===== config.mk =====
export PLATFORM = sky130hd
export DESIGN_NAME = bounding_box_and_sphere_unit_flat
export DESIGN_NICKNAME = d
export VERILOG_FILES = /design/src/rtl/bbs_pkg.sv /design/src/rtl/bbs_stream_if.sv /design/src/rtl/bounding_box_and_sphere_unit.sv /design/src/rtl/bbs_radius.sv /design/src/flat_wrapper.sv
export SDC_FILE = /design/constraint.sdc
export NUM_CORES = 1
export LEC_CHECK = 0
export BUFFER_PORTS_ARGS = -buffer_cell sky130_fd_sc_hd__buf_2
export CORE_MARGIN = 4
export CORE_UTILIZATION = 60
export DETAILED_ROUTE_END_ITERATION = 16
export PLACE_DENSITY = 0.8
export SYNTH_ARGS = -nofsm -noshare
export SYNTH_HDL_FRONTEND = slang
export SYNTH_SLANG_ARGS = --single-unit

===== constraint.sdc =====
create_clock -name clk -period 6.7 [get_ports clk]
set_input_delay 1.34 -clock clk [delete_from_list [all_inputs] [get_ports clk]]
set_output_delay 1.34 -clock clk [all_outputs]
set_load 0.05 [all_outputs]

===== src/rtl/bbs_pkg.sv =====
// shared types and constants for the bounding box and sphere block
`timescale 1ns / 1ps
package bbs_pkg;

	localparam int COORD_W    = 32;
	localparam int SQ_W       = 2 * COORD_W;
	localparam int ROOT_STEPS = SQ_W / 2;
	localparam int AXES       = 3;

	typedef logic signed [COORD_W-1:0] coord_t;

	typedef struct packed {
		coord_t pos_x;
		coord_t pos_y;
		coord_t pos_z;
		logic   last_vertex;
	} bbs_vertex_t;

	typedef struct packed {
		coord_t               min_x;
		coord_t               min_y;
		coord_t               min_z;
		coord_t               max_x;
		coord_t               max_y;
		coord_t               max_z;
		coord_t               center_x;
		coord_t               center_y;
		coord_t               center_z;
		logic [COORD_W-1:0]   sphere_radius;
	} bbs_result_t;

	typedef struct packed {
		coord_t min_x;
		coord_t min_y;
		coord_t min_z;
		coord_t max_x;
		coord_t max_y;
		coord_t max_z;
	} bbs_box_t;

	typedef struct packed {
		logic start;
		logic ack;
	} bbs_rad_req_t;

	typedef struct packed {
		logic               done;
		coord_t             cen_x;
		coord_t             cen_y;
		coord_t             cen_z;
		logic [COORD_W-1:0] radius;
	} bbs_rad_rsp_t;

endpackage


===== src/rtl/bbs_stream_if.sv =====
// valid/ready stream channel carrying one payload item
`timescale 1ns / 1ps
interface bbs_stream_if #(parameter type payload_t = logic);
	logic     valid;
	logic     ready;
	payload_t payload;

	modport source (output valid, output payload, input ready);
	modport sink (input valid, input payload, output ready);
endinterface


===== src/rtl/bounding_box_and_sphere_unit.sv =====
// top level: running box update and result register around the radius unit
//
// Vertices enter on the vertex channel, one item per cycle while the block
// is ready. Each vertex widens the running per-axis min and max in the cycle
// it is accepted; the first vertex after reset or after a last vertex seeds
// them. A vertex marked last_vertex starts the result computation: the
// center, the three squared axis distances on one shared 32x32 multiplier
// and a 32-step bit-pair square root, one root bit per cycle.
// The block drops ready for that whole time, so the result item appears on
// the bounds channel once the root is done and the output register is free,
// and the next vertex can be taken in the cycle the result is registered.
// The result sits in an output register until taken; new vertices are
// accepted meanwhile, and only a further last vertex waits at the load step
// if the previous result has not been taken yet.
// Reset clears the handshake state and arms the first-vertex seed; the
// running bounds reset to zero.
`timescale 1ns / 1ps
module bounding_box_and_sphere_unit (
	input  logic         clk,
	input  logic         arst_n,
	bbs_stream_if.sink   vertex,
	bbs_stream_if.source bounds
);
	import bbs_pkg::*;

	localparam logic ST_RUN  = 1'b0;
	localparam logic ST_CALC = 1'b1;

	logic         state_q;
	logic         awaiting_q;
	bbs_box_t     box_q;
	logic         out_valid_q;
	bbs_result_t  out_q;

	bbs_vertex_t  vin;
	logic         in_acc;
	logic         load;
	bbs_rad_req_t rad_req;
	bbs_rad_rsp_t rad_rsp;

	assign vin          = vertex.payload;
	assign vertex.ready = (state_q == ST_RUN);
	assign in_acc       = vertex.valid && vertex.ready;
	assign load         = (state_q == ST_CALC) && rad_rsp.done
		&& (!out_valid_q || bounds.ready);

	assign rad_req.start = in_acc && vin.last_vertex;
	assign rad_req.ack   = load;

	bbs_radius u_radius (
		.clk    (clk),
		.arst_n (arst_n),
		.box    (box_q),
		.req    (rad_req),
		.rsp    (rad_rsp)
	);

	always_ff @(posedge clk or negedge arst_n) begin
		if (!arst_n) begin
			state_q     <= ST_RUN;
			awaiting_q  <= 1'b1;
			box_q       <= '0;
			out_valid_q <= 1'b0;
		end else begin
			if (in_acc) begin
				if (awaiting_q) begin
					box_q.min_x <= vin.pos_x;
					box_q.min_y <= vin.pos_y;
					box_q.min_z <= vin.pos_z;
					box_q.max_x <= vin.pos_x;
					box_q.max_y <= vin.pos_y;
					box_q.max_z <= vin.pos_z;
				end else begin
					if (vin.pos_x < box_q.min_x) box_q.min_x <= vin.pos_x;
					if (vin.pos_y < box_q.min_y) box_q.min_y <= vin.pos_y;
					if (vin.pos_z < box_q.min_z) box_q.min_z <= vin.pos_z;
					if (vin.pos_x > box_q.max_x) box_q.max_x <= vin.pos_x;
					if (vin.pos_y > box_q.max_y) box_q.max_y <= vin.pos_y;
					if (vin.pos_z > box_q.max_z) box_q.max_z <= vin.pos_z;
				end
				awaiting_q <= vin.last_vertex;
				if (vin.last_vertex) begin
					state_q <= ST_CALC;
				end
			end
			if (load) begin
				state_q     <= ST_RUN;
				out_valid_q <= 1'b1;
			end else if (bounds.ready) begin
				out_valid_q <= 1'b0;
			end
		end
	end

	always_ff @(posedge clk) begin
		if (load) begin
			out_q.min_x         <= box_q.min_x;
			out_q.min_y         <= box_q.min_y;
			out_q.min_z         <= box_q.min_z;
			out_q.max_x         <= box_q.max_x;
			out_q.max_y         <= box_q.max_y;
			out_q.max_z         <= box_q.max_z;
			out_q.center_x      <= rad_rsp.cen_x;
			out_q.center_y      <= rad_rsp.cen_y;
			out_q.center_z      <= rad_rsp.cen_z;
			out_q.sphere_radius <= rad_rsp.radius;
		end
	end

	assign bounds.valid   = out_valid_q;
	assign bounds.payload = out_q;

endmodule


===== src/rtl/bbs_radius.sv =====
// box center and bounding sphere radius over a shared multiplier and root step
`timescale 1ns / 1ps
module bbs_radius (
	input  logic                 clk,
	input  logic                 arst_n,
	input  bbs_pkg::bbs_box_t     box,
	input  bbs_pkg::bbs_rad_req_t req,
	output bbs_pkg::bbs_rad_rsp_t rsp
);
	import bbs_pkg::*;

	localparam logic [2:0] RS_IDLE = 3'd0;
	localparam logic [2:0] RS_PREP = 3'd1;
	localparam logic [2:0] RS_MUL  = 3'd2;
	localparam logic [2:0] RS_ROOT = 3'd3;
	localparam logic [2:0] RS_DONE = 3'd4;

	localparam int CNT_W = $clog2(ROOT_STEPS);
	localparam int REM_W = COORD_W + 1;

	logic [2:0]         state_q;
	logic [CNT_W-1:0]   cnt_q;
	coord_t             cen_x_q, cen_y_q, cen_z_q;
	logic [COORD_W-1:0] d_q [AXES];
	logic [SQ_W-1:0]    prod_q;
	logic [SQ_W-1:0]    acc_q;
	logic [SQ_W-1:0]    n_q;
	logic [REM_W-1:0]   rem_q;
	logic [COORD_W-1:0] root_q;

	logic [COORD_W-1:0] d_sel;
	logic [SQ_W-1:0]    sq;
	logic [REM_W+1:0]   rem_sh;
	logic [REM_W+1:0]   trial;
	logic [REM_W+1:0]   rem_sub;
	logic               ge;

	// floor of (a + b) / 2 on a widened sum
	function automatic coord_t half_sum(input coord_t a, input coord_t b);
		logic signed [COORD_W+1:0] s;
		begin
			s = {{2{a[COORD_W-1]}}, a} + {{2{b[COORD_W-1]}}, b};
			half_sum = s[COORD_W:1];
		end
	endfunction

	// hi - floor((lo + hi) / 2) equals floor((hi - lo + 1) / 2), never negative
	function automatic logic [COORD_W-1:0] half_span(input coord_t lo, input coord_t hi);
		logic signed [COORD_W+1:0] s;
		begin
			s = {{2{hi[COORD_W-1]}}, hi} - {{2{lo[COORD_W-1]}}, lo}
				+ (COORD_W+2)'(1);
			half_span = s[COORD_W:1];
		end
	endfunction

	always_comb begin
		case (cnt_q[1:0])
			2'd1:    d_sel = d_q[1];
			2'd2:    d_sel = d_q[2];
			default: d_sel = d_q[0];
		endcase
	end

	assign sq = d_sel * d_sel;

	assign rem_sh  = {rem_q, n_q[SQ_W-1 -: 2]};
	assign trial   = {1'b0, root_q, 2'b01};
	assign ge      = (rem_sh >= trial);
	assign rem_sub = rem_sh - trial;

	always_ff @(posedge clk or negedge arst_n) begin
		if (!arst_n) begin
			state_q <= RS_IDLE;
			cnt_q   <= '0;
		end else begin
			case (state_q)
				RS_IDLE: begin
					if (req.start) begin
						state_q <= RS_PREP;
					end
				end
				RS_PREP: begin
					state_q <= RS_MUL;
					cnt_q   <= '0;
				end
				RS_MUL: begin
					if (cnt_q == CNT_W'(AXES)) begin
						state_q <= RS_ROOT;
						cnt_q   <= '0;
					end else begin
						cnt_q <= cnt_q + CNT_W'(1);
					end
				end
				RS_ROOT: begin
					if (cnt_q == CNT_W'(ROOT_STEPS - 1)) begin
						state_q <= RS_DONE;
					end
					cnt_q <= cnt_q + CNT_W'(1);
				end
				RS_DONE: begin
					if (req.ack) begin
						state_q <= RS_IDLE;
					end
				end
				default: state_q <= RS_IDLE;
			endcase
		end
	end

	always_ff @(posedge clk) begin
		case (state_q)
			RS_PREP: begin
				cen_x_q <= half_sum(box.min_x, box.max_x);
				cen_y_q <= half_sum(box.min_y, box.max_y);
				cen_z_q <= half_sum(box.min_z, box.max_z);
				d_q[0]  <= half_span(box.min_x, box.max_x);
				d_q[1]  <= half_span(box.min_y, box.max_y);
				d_q[2]  <= half_span(box.min_z, box.max_z);
				prod_q  <= '0;
				acc_q   <= '0;
			end
			RS_MUL: begin
				// the product is registered first and added to the sum in the next cycle
				prod_q <= sq;
				acc_q  <= acc_q + prod_q;
				if (cnt_q == CNT_W'(AXES)) begin
					n_q    <= acc_q + prod_q;
					rem_q  <= '0;
					root_q <= '0;
				end
			end
			RS_ROOT: begin
				n_q    <= {n_q[SQ_W-3:0], 2'b00};
				rem_q  <= ge ? rem_sub[REM_W-1:0] : rem_sh[REM_W-1:0];
				root_q <= {root_q[COORD_W-2:0], ge};
			end
			default: begin
			end
		endcase
	end

	assign rsp.done   = (state_q == RS_DONE);
	assign rsp.cen_x  = cen_x_q;
	assign rsp.cen_y  = cen_y_q;
	assign rsp.cen_z  = cen_z_q;
	assign rsp.radius = root_q;

endmodule


===== src/flat_wrapper.sv =====
// flat-port wrapper written by rule: the top's interface ports become plain ports
module bounding_box_and_sphere_unit_flat import bbs_pkg::*;
  (clk, arst_n, vertex_valid, vertex_payload, vertex_ready, bounds_valid, bounds_payload, bounds_ready);
  bbs_stream_if vertex_i ();
  bbs_stream_if bounds_i ();
  input  logic clk;
  input  logic arst_n;
  input wire logic [$bits(vertex_i.valid)-1:0] vertex_valid;
  input wire logic [$bits(vertex_i.payload)-1:0] vertex_payload;
  output wire logic [$bits(vertex_i.ready)-1:0] vertex_ready;
  output wire logic [$bits(bounds_i.valid)-1:0] bounds_valid;
  output wire logic [$bits(bounds_i.payload)-1:0] bounds_payload;
  input wire logic [$bits(bounds_i.ready)-1:0] bounds_ready;
  assign vertex_i.valid = vertex_valid;
  assign vertex_i.payload = vertex_payload;
  assign vertex_ready = vertex_i.ready;
  assign bounds_valid = bounds_i.valid;
  assign bounds_payload = bounds_i.payload;
  assign bounds_i.ready = bounds_ready;
  bounding_box_and_sphere_unit u_core (.clk(clk), .arst_n(arst_n), .vertex(vertex_i), .bounds(bounds_i));
endmodule

# Yosys cells after proc, flatten, opt, wreduce, memory -nomap -nowiden
# Memories as Yosys holds them, arrays and structs flattened.
# Cells that the tools add are included.
# classes
add_sub_neg	9
multipliers	1
n_lt_le_gt_ge	7
n_eq_ne	12
mux	31
bitwise	1
n_reduce_logical	28
# ops
op	n
case mux 64 bit (2 select lines)	3
2-to-1 mux 32 bit	7
2-to-1 mux 192 bit	1
case mux 32 bit (2 select lines)	2
adder 33 x 2 -> 33 bit (second input constant)	3
subtractor 32 x 32 -> 33 bit	3
greater-than comparator 1 x 32 -> 1 bit (first input constant)	3
less-than comparator 1 x 32 -> 1 bit (first input constant)	3
2-to-1 mux 33 bit	2
case mux 33 bit (2 select lines)	1
adder 64 bit	1
multiplier 32 x 32 -> 64 bit	1
2-to-1 mux 64 bit	1
>= comparator 35 x 34 -> 1 bit	1
subtractor 33 bit	1
nonzero test 2 bit	11
AND reduction 2 bit	8
case mux 3 bit (5 select lines)	1
case mux 5 bit (3 select lines)	1
2-to-1 mux 3 bit	4
2-to-1 mux 1 bit	7
== test 3 x 2 -> 1 bit (second input constant)	2
adder 5 x 1 -> 5 bit (second input constant)	1
== test 5 x 2 -> 1 bit (second input constant)	1
15 further kinds	20
# word_totals
register_bits	461
ramBits	96
in_bits	5
output_inout_bits	3
word_cells	107
n_memories	1
# mem_list
name	words	width	read_ports	rd_clocked_by_memory_dff	wr	line_no	text
u_core.u_radius.d_q	3	32	3	0	3	bbs_radius.sv:24	logic [COORD_W-1:0] d_q [AXES];

# Depth between registers and ports, before layout
# Gate-level depths: netlist of run 1.
# logic_depth
word_depth	5
mapped_depth	12
ltp_nobuf	10

# Modules after synthesis
# Synthesis of run 1 repeated with hierarchy kept, for this count alone.
# hier_totals
hier_cells	6528
area_unflattened_um2	61524.0
# by_module_without_submodules
module	instances	cells_per_inst	area_per_inst_um2	seq_area_each_um2
bbs_radius	1	6516	61391.4	13653.1
bounding_box_and_sphere_unit	1	12	132.6	80.1

# Least setup slack after synthesis of run 1
# Ideal clock, no wire load.
# synth_path
path_type	register to register
start	reg u_core.u_radius.cnt_q[0]
end	reg u_core.u_radius.rem_q[10] (enable)
setup_time_ps	486
arrival_ps	3582
required_ps	6214
path_slack_ps	2631
stages_incl_launch_ff	5
path_buffers	0
period_less_slack_ps	4069
path_cell_list	dfrtp_1 ha_1 nor4b_1 nor2_1 nor2_1
# synth_between
elab_chain_cells	3
# synth_rtl
item	line_no	text
start, declared	bbs_radius.sv:22	logic [CNT_W-1:0] cnt_q;
start signal, assigned	bbs_radius.sv:92	cnt_q <= cnt_q + CNT_W'(1);
start signal, assigned	bbs_radius.sv:99	cnt_q <= cnt_q + CNT_W'(1);
== test 5 x 2 -> 1 bit	bbs_radius.sv:127	if (cnt_q == CNT_W'(AXES)) begin
inequality test 2 bit (no source line)	--	
AND reduction 2 bit (no source line)	--	
end signal, assigned	bbs_radius.sv:135	rem_q <= ge ? rem_sub[REM_W-1:0] : rem_sh[REM_W-1:0];
end, declared	bbs_radius.sv:28	logic [REM_W-1:0] rem_q;
# No other way between the ends.
# A chain may end at the register's enable or synchronous reset.

# Worst setup path after layout of run 1
# layout_path
start	reg u_core.u_radius.rem_q[11]
end	reg u_core.u_radius.rem_q[7] (data pin)
# layout_between
elab_chain_cells	3
# layout_rtl
item	line_no	text
>= comparator 35 x 34 -> 1 bit	bbs_radius.sv:69	assign ge = (rem_sh >= trial);
2-to-1 mux 33 bit	bbs_radius.sv:135	
case mux 33 bit (2 select lines)	bbs_radius.sv:112	case (state_q)
# No other way between the ends.

==> results of run 1 <==
## cell usage in the layout, fill, tap and decap left out, types with 14 or more instances in the layout
| master | n |
|---|---|
| nor2_1 | 85 |
| a21oi_1 | 37 |
| inv_1 | 36 |
| xnor2_1 | 15 |
| mux2i_1 | 17 |
| ha_1 | 33 |
| nand2_1 | 24 |
| nand3_1 | 14 |
| o21ai_0 | 21 |
| edfxtp_1 | 65 |
## cells by family (layout without fill, tap and decap cells)
group	count (synthesis)	count (layout)	synth area share (%)
DFF	75	75	44.2
other	1	1	0.0752
and+or+nand+nor	179	179	16.8
adders and majority gates	34	34	8.68
xor gates and xnor gates	23	23	4.04
AOI/OAI and AO/OA	125	125	17.5
muxes	17	17	3.41
buffers and inverters	59	63	5.32
## cell type report
type | instances | area, sq um
Fill cell | 612 | 2660
Sequential cell | 75 | 2200
Tap cell | 102 | 128
Clock inverter | 7 | 55.1
Inverter | 37 | 139
Multi-Input combinational cell | 379 | 2530
Timing Repair Buffer | 10 | 57.6
Clock buffer | 9 | 124
## path summary, 6_finish.rpt
kind,depth (start not counted),endpoint,startpoint
max reg2reg,10,u_core.u_radius.rem_q[7]$_SDFFCE_PN0P_,u_core.u_radius.rem_q[11]$_SDFFCE_PN0P_
max in group asynchronous,1,u_core.u_radius.state_q[1]$_DFFE_PN0P_,arst_n
min in group asynchronous,1,u_core.u_radius.state_q[0]$_DFFE_PN0P_,arst_n
min reg2reg,2,u_core.state_q$_DFFE_PN0P_,u_core.state_q$_DFFE_PN0P_
min,2,u_core.state_q$_DFFE_PN0P_,u_core.state_q$_DFFE_PN0P_
max,10,u_core.u_radius.rem_q[7]$_SDFFCE_PN0P_,u_core.u_radius.rem_q[11]$_SDFFCE_PN0P_
## through the flow
step | util, % | std cells
global placement | 64.1 | 603
global route | 66.3 | 619
finish | 66.3 | 619
floorplan | - | 513
CTS | 66.3 | 619
detailed placement | 64.1 | 603
## layer usage
layer / GRT usage, % / share of wire [%]
met1: 29.8 / 45
met2: 33.5 / 47
met3: 4.98 / 6.1
met4: 7.88 / 1.7
met5: 0 / 0
## state kept, by name, indices dropped and copies added, names as in the netlist
signal,flops
u_core.u_radius.state_q,3
u_core.u_radius.cnt_q,5
u_core.state_q,1
u_core.u_radius.root_q,32
u_core.u_radius.rem_q,32
u_core.bounds.valid,1
u_core.bounds.payload,1
## critical path: cells and delay by family, from the launching register on
family,cells,cell delay [ns]
DFF,1,0.40
and+or+nand+nor,4,0.57
adders and majority gates,1,0.45
buffers and inverters,1,0.51
AOI/OAI and AO/OA,3,1.00
muxes,1,0.28
==> impl_metrics.json, run 1 <==
{
  "synth-seq-cells": 75,
  "postCtsSetupBuffers": 0,
  "slowest_stage": "o31ai_4",
  "hold_slack_ns": 0.539,
  "fp.dieArea_sq_um": 9830,
  "critPathCaptureType": "flop",
  "setup_ws_ns": 3.21,
  "required_ns": 6.80,
  "grt_first_pass_wirelength_um": 17400,
  "status": "finished, final reports clean",
  "row_count": 32,
  "placed_cell_area_sq_um": 5050,
  "crit_arrival_ns": 3.59,
  "diodes": 0,
  "clock_sinks": 75,
  "critPathMaxFanout": 33,
  "viasPerCell": 6.11,
  "synthFlopType": "edfxtp_1",
  "grt_max_degree": 65,
  "timing.reg2reg.setup_slack_ns": 3.21,
  "die_x_um": 99.2,
  "drcViolationCount": 0,
  "htreeDepth": 3,
  "wl_per_cell_um": 15.9,
  "finalHoldViolations": 0,
  "finalWirelength_um": 9820,
  "vias": 3781,
  "layout-drive-gt1-share_pct": 8.70,
  "fin_crit_sh_pct": 52.1,
  "cpPeakStageDelay_ns": 0.52,
  "timing.final.max_slew_violations": 0,
  "nNetsFinal": 551,
  "maxSlewHeadroom_pct": 45.4,
  "gp_congestion": 0.961,
  "rsz0062_at_grt": "false",
  "synthToLayoutAreaGrowth_pct": 4.97,
  "worst_slew_pin_slew_ns": 0.820,
  "crit_chain": "ha_1, nand3_1, nor2_1, o21ai_1, and3_4, o31a_1, o31ai_4, buf_4, mux2i_1, nor2_1",
  "hold_buffers": 0,
  "synth_top_area_cell": "edfxtp_1",
  "overflow": 0,
  "die_h_um": 99.2,
  "startpoint_type": "flop",
  "fin_setup_tns_ns": 0,
  "root_buffer": "clkbuf_8",
  "synth_cell_types": 60,
  "ioPinCount": 8,
  "yosysWarningCount": 0,
  "synth_cells": 513,
  "synth_area_per_cell_sq_um": 9.72,
  "synth-async-reset-ratio_pct": 13.3,
  "design_area_sq_um": 5230,
  "setup.worst_path.class": "reg -> reg",
  "synth_edf_count": 65,
  "synth_area_sq_um": 4980,
  "clkLatencyLatePin_ns": 0.36,
  "cts_tree": "yes",
  "hold_class": "reg -> reg",
  "postRouteAntennaNets": 0,
  "max_freq_mhz": 287,
  "clock_path_buffers": 2,
  "dpl.hpwl_um": 7000,
  "seq_area_frac_synth_pct": 44.2,
  "post-place-ws_ns": 3.24,
  "dr.pass1.iters": 4,
  "max-cap-violations": 0,
  "coreArea_sq_um": 7890,
  "synth_area_leaders": "edfxtp_1, ha_1, nor2_1, dfrtp_1, a21oi_1",
  "crit_top_cell": "nor2_1",
  "yosysTopAreaCellShare_pct": 39.2,
  "drt-initial-drc-count": 269,
  "ys_top_cells_by_count": "nor2_1, edfxtp_1, a21oi_1",
  "grt.total_usage_pct": 21.6,
  "syn_nets": 552,
  "cts_made_buffers": 9,
  "ctsResizeCount": 0,
  "yosysMostFrequentCell": "nor2_1",
  "finalSetupViolCount": 0,
  "path_clk_slew_ns": 0.09,
  "antenna_found_initial": 0,
  "start_util_pct": 63.2,
  "period_minus_slack_ns": 3.49,
  "skew_ns": 0.0126,
  "grt_pass1_vias": 3728,
  "port-buffer-count": 7
}
Power of run 1 is not shown: default switching activity piles up to over one toggle a cycle in this logic, so the estimate is an artifact.
==> run 2, diff against run 1 <==
--- a/config.mk
+++ b/config.mk
@@ -7,7 +7,7 @@
 export LEC_CHECK = 0
 export BUFFER_PORTS_ARGS = -buffer_cell sky130_fd_sc_hd__buf_2
 export CORE_MARGIN = 4
-export CORE_UTILIZATION = 60
+export CORE_UTILIZATION = 58
 export DETAILED_ROUTE_END_ITERATION = 16
 export PLACE_DENSITY = 0.8
 export SYNTH_ARGS = -nofsm -noshare
==> constraint.sdc (replaced) <==
create_clock -name clk -period 3.1 [get_ports clk]
set_input_delay 0.62 -clock clk [delete_from_list [all_inputs] [get_ports clk]]
set_output_delay 0.62 -clock clk [all_outputs]
set_load 0.05 [all_outputs]
==> impl_metrics.json, run 2 (synthesized netlist as in run 1, its figures left out) <==
{
  "status": "finished, final reports clean",
  "slowest_stage": "edfxtp_1",
  "timing.final.max_slew_violations": 0,
  "cpPeakStageDelay_ns": 0.46,
  "layout-drive-gt1-share_pct": 13.9,
  "row_count": 33,
  "cts_made_buffers": 9,
  "r2r_cells": 10,
  "cts_tree": "yes",
  "dpl.hpwl_um": 7320,
  "startpoint_type": "flop",
  "grt_first_pass_wirelength_um": 17200,
  "hold_buffers": 0,
  "timing.reg2reg.setup_slack_ns": 0.06,
  "gp_congestion": 0.913,
  "ioPinCount": 8,
  "hold_class": "in -> async",
  "coreArea_sq_um": 8300,
  "worst_slew_pin_slew_ns": 0.560,
  "die_h_um": 101,
  "crit_end": "u_core.u_radius.rem_q[7]$_SDFFCE_PN0P_",
  "finalSetupViolCount": 0,
  "required_ns": 3.19,
  "mostFrequentLayoutCells": "nor2_1, edfxtp_1, inv_1, a21oi_1",
  "drcViolationCount": 0,
  "instances_no_fill": 637,
  "reg_top3": "u_core.u_radius.rem_q x32, u_core.u_radius.root_q x32, u_core.u_radius.cnt_q x5",
  "drt-initial-drc-count": 288,
  "final_common_cell": "nor2_1",
  "diodes": 0,
  "reg2reg_from": "u_core.u_radius.rem_q[5]$_SDFFCE_PN0P_",
  "max-cap-violations": 0,
  "startpoint": "u_core.u_radius.rem_q[5]$_SDFFCE_PN0P_",
  "clock_sinks": 75,
  "skew_ns": 0.0123,
  "overflow": 0,
  "nNetsFinal": 566,
  "path_clk_slew_ns": 0.09,
  "root_buffer": "clkbuf_8",
  "post-place-ws_ns": 0.116,
  "r2r-end": "u_core.u_radius.rem_q[7]$_SDFFCE_PN0P_",
  "fp.dieArea_sq_um": 10100,
  "antenna_found_initial": 0,
  "crit_chain": "ha_4, nand2_1, nor3_4, o21ai_2, and3_4, o31a_1, o31ai_4, buf_12, mux2i_2, nor2_1",
  "grt.total_usage_pct": 21.1,
  "port-buffer-count": 7,
  "maxSlewHeadroom_pct": 62.5,
  "fin_crit_sh_pct": 97.9,
  "rsz0062_at_grt": "true",
  "start_util_pct": 60.1,
  "postRouteAntennaNets": 0,
  "critPathMaxFanout": 9,
  "setup_ws_ns": 0.0643,
  "clock_path_buffers": 2,
  "synthToLayoutAreaGrowth_pct": 11.0,
  "grt_max_degree": 65,
  "wl_per_cell_um": 16.9,
  "crit_arrival_ns": 3.13,
  "finalWirelength_um": 10800,
  "dr.pass1.iters": 5,
  "htreeDepth": 3,
  "grt_pass1_vias": 3729,
  "vias": 3917,
  "place_inst": 613,
  "period_minus_slack_ns": 3.04,
  "die_x_um": 101,
  "finalHoldViolations": 0,
  "clkLatencyLatePin_ns": 0.36,
  "critPathCaptureType": "flop",
  "max_freq_mhz": 329,
  "viasPerCell": 6.15,
  "setup.worst_path.class": "reg -> reg"
}
==> run 2: changes by cell type in the layout (fill, tap and decap cells not counted), moves of 3 or more <==
cell,delta
buf_12,+4
ha_2,+3
buf_4,+9
ha_4,+6
ha_1,-9
==> run 2: how the worst min path moves through the flow <==
stage                                                        end  depth (start not counted)  slack (ns)
after floorplan                  u_core.bounds.valid$_DFFE_PN0P_                          0        0.32
after global placement           u_core.bounds.valid$_DFFE_PN0P_                          1        0.49
after detailed placement         u_core.bounds.valid$_DFFE_PN0P_                          1        0.49
after CTS                 u_core.u_radius.state_q[2]$_DFFE_PN0P_                          1        0.09
after global routing             u_core.bounds.valid$_DFFE_PN0P_                          1         0.1
final                       u_core.u_radius.cnt_q[0]$_DFFE_PN0P_                          1         0.1
==> run 2: metrics by stage <==
step | hold slack [ns] | TNS [ns] | utilization (%) | cell area, sq um
3_5_place_dp | 0.489 | 0 | 62.2 | 5160
3_3_place_gp | 0.487 | 0 | 62.2 | 5160
5_1_grt | 0.0963 | -0.236 | 66.7 | 5530
4_1_cts | 0.0949 | 0 | 64.3 | 5340
2_1_floorplan | 0.324 | 0 | - | 4990
6_report | 0.0950 | 0 | 66.7 | 5530
==> run 2: cell type report <==
cell class	instances	area, sq um
Multi-Input combinational cell	379	2630
Tap cell	105	131
Timing Repair Buffer	25	255
Fill cell	631	2770
Clock buffer	9	124
Inverter	37	139
Clock inverter	7	53.8
Sequential cell	75	2200
==> run 2: critical path, delay by kind of cell (launching register included) <==
| family | cells | cell delay, ns |
|---|---|---|
| fa+ha+maj | 1 | 0.31 |
| flops | 1 | 0.46 |
| compound gates | 3 | 0.88 |
| mux | 1 | 0.25 |
| buf+inv | 1 | 0.21 |
| simple gates | 4 | 0.63 |
==> run 2: timing repair <==
item | in CTS | in global routing
endpoints found under the setup margin | 0 | 17
endpoints found under the hold margin | 0 | 0
resized for setup | 0 | 16
setup buffers | 0 | 6
==> run 2: metal layers <==
metal	wire length, um	track usage, %	up-vias
li1	-	-	1888
met1	4650	28.3	1854
met2	5330	34.7	149
met3	618	4.01	26
met4	196	6.53	0
met5	0	0	-
Power of run 2 is left out for the same reason.
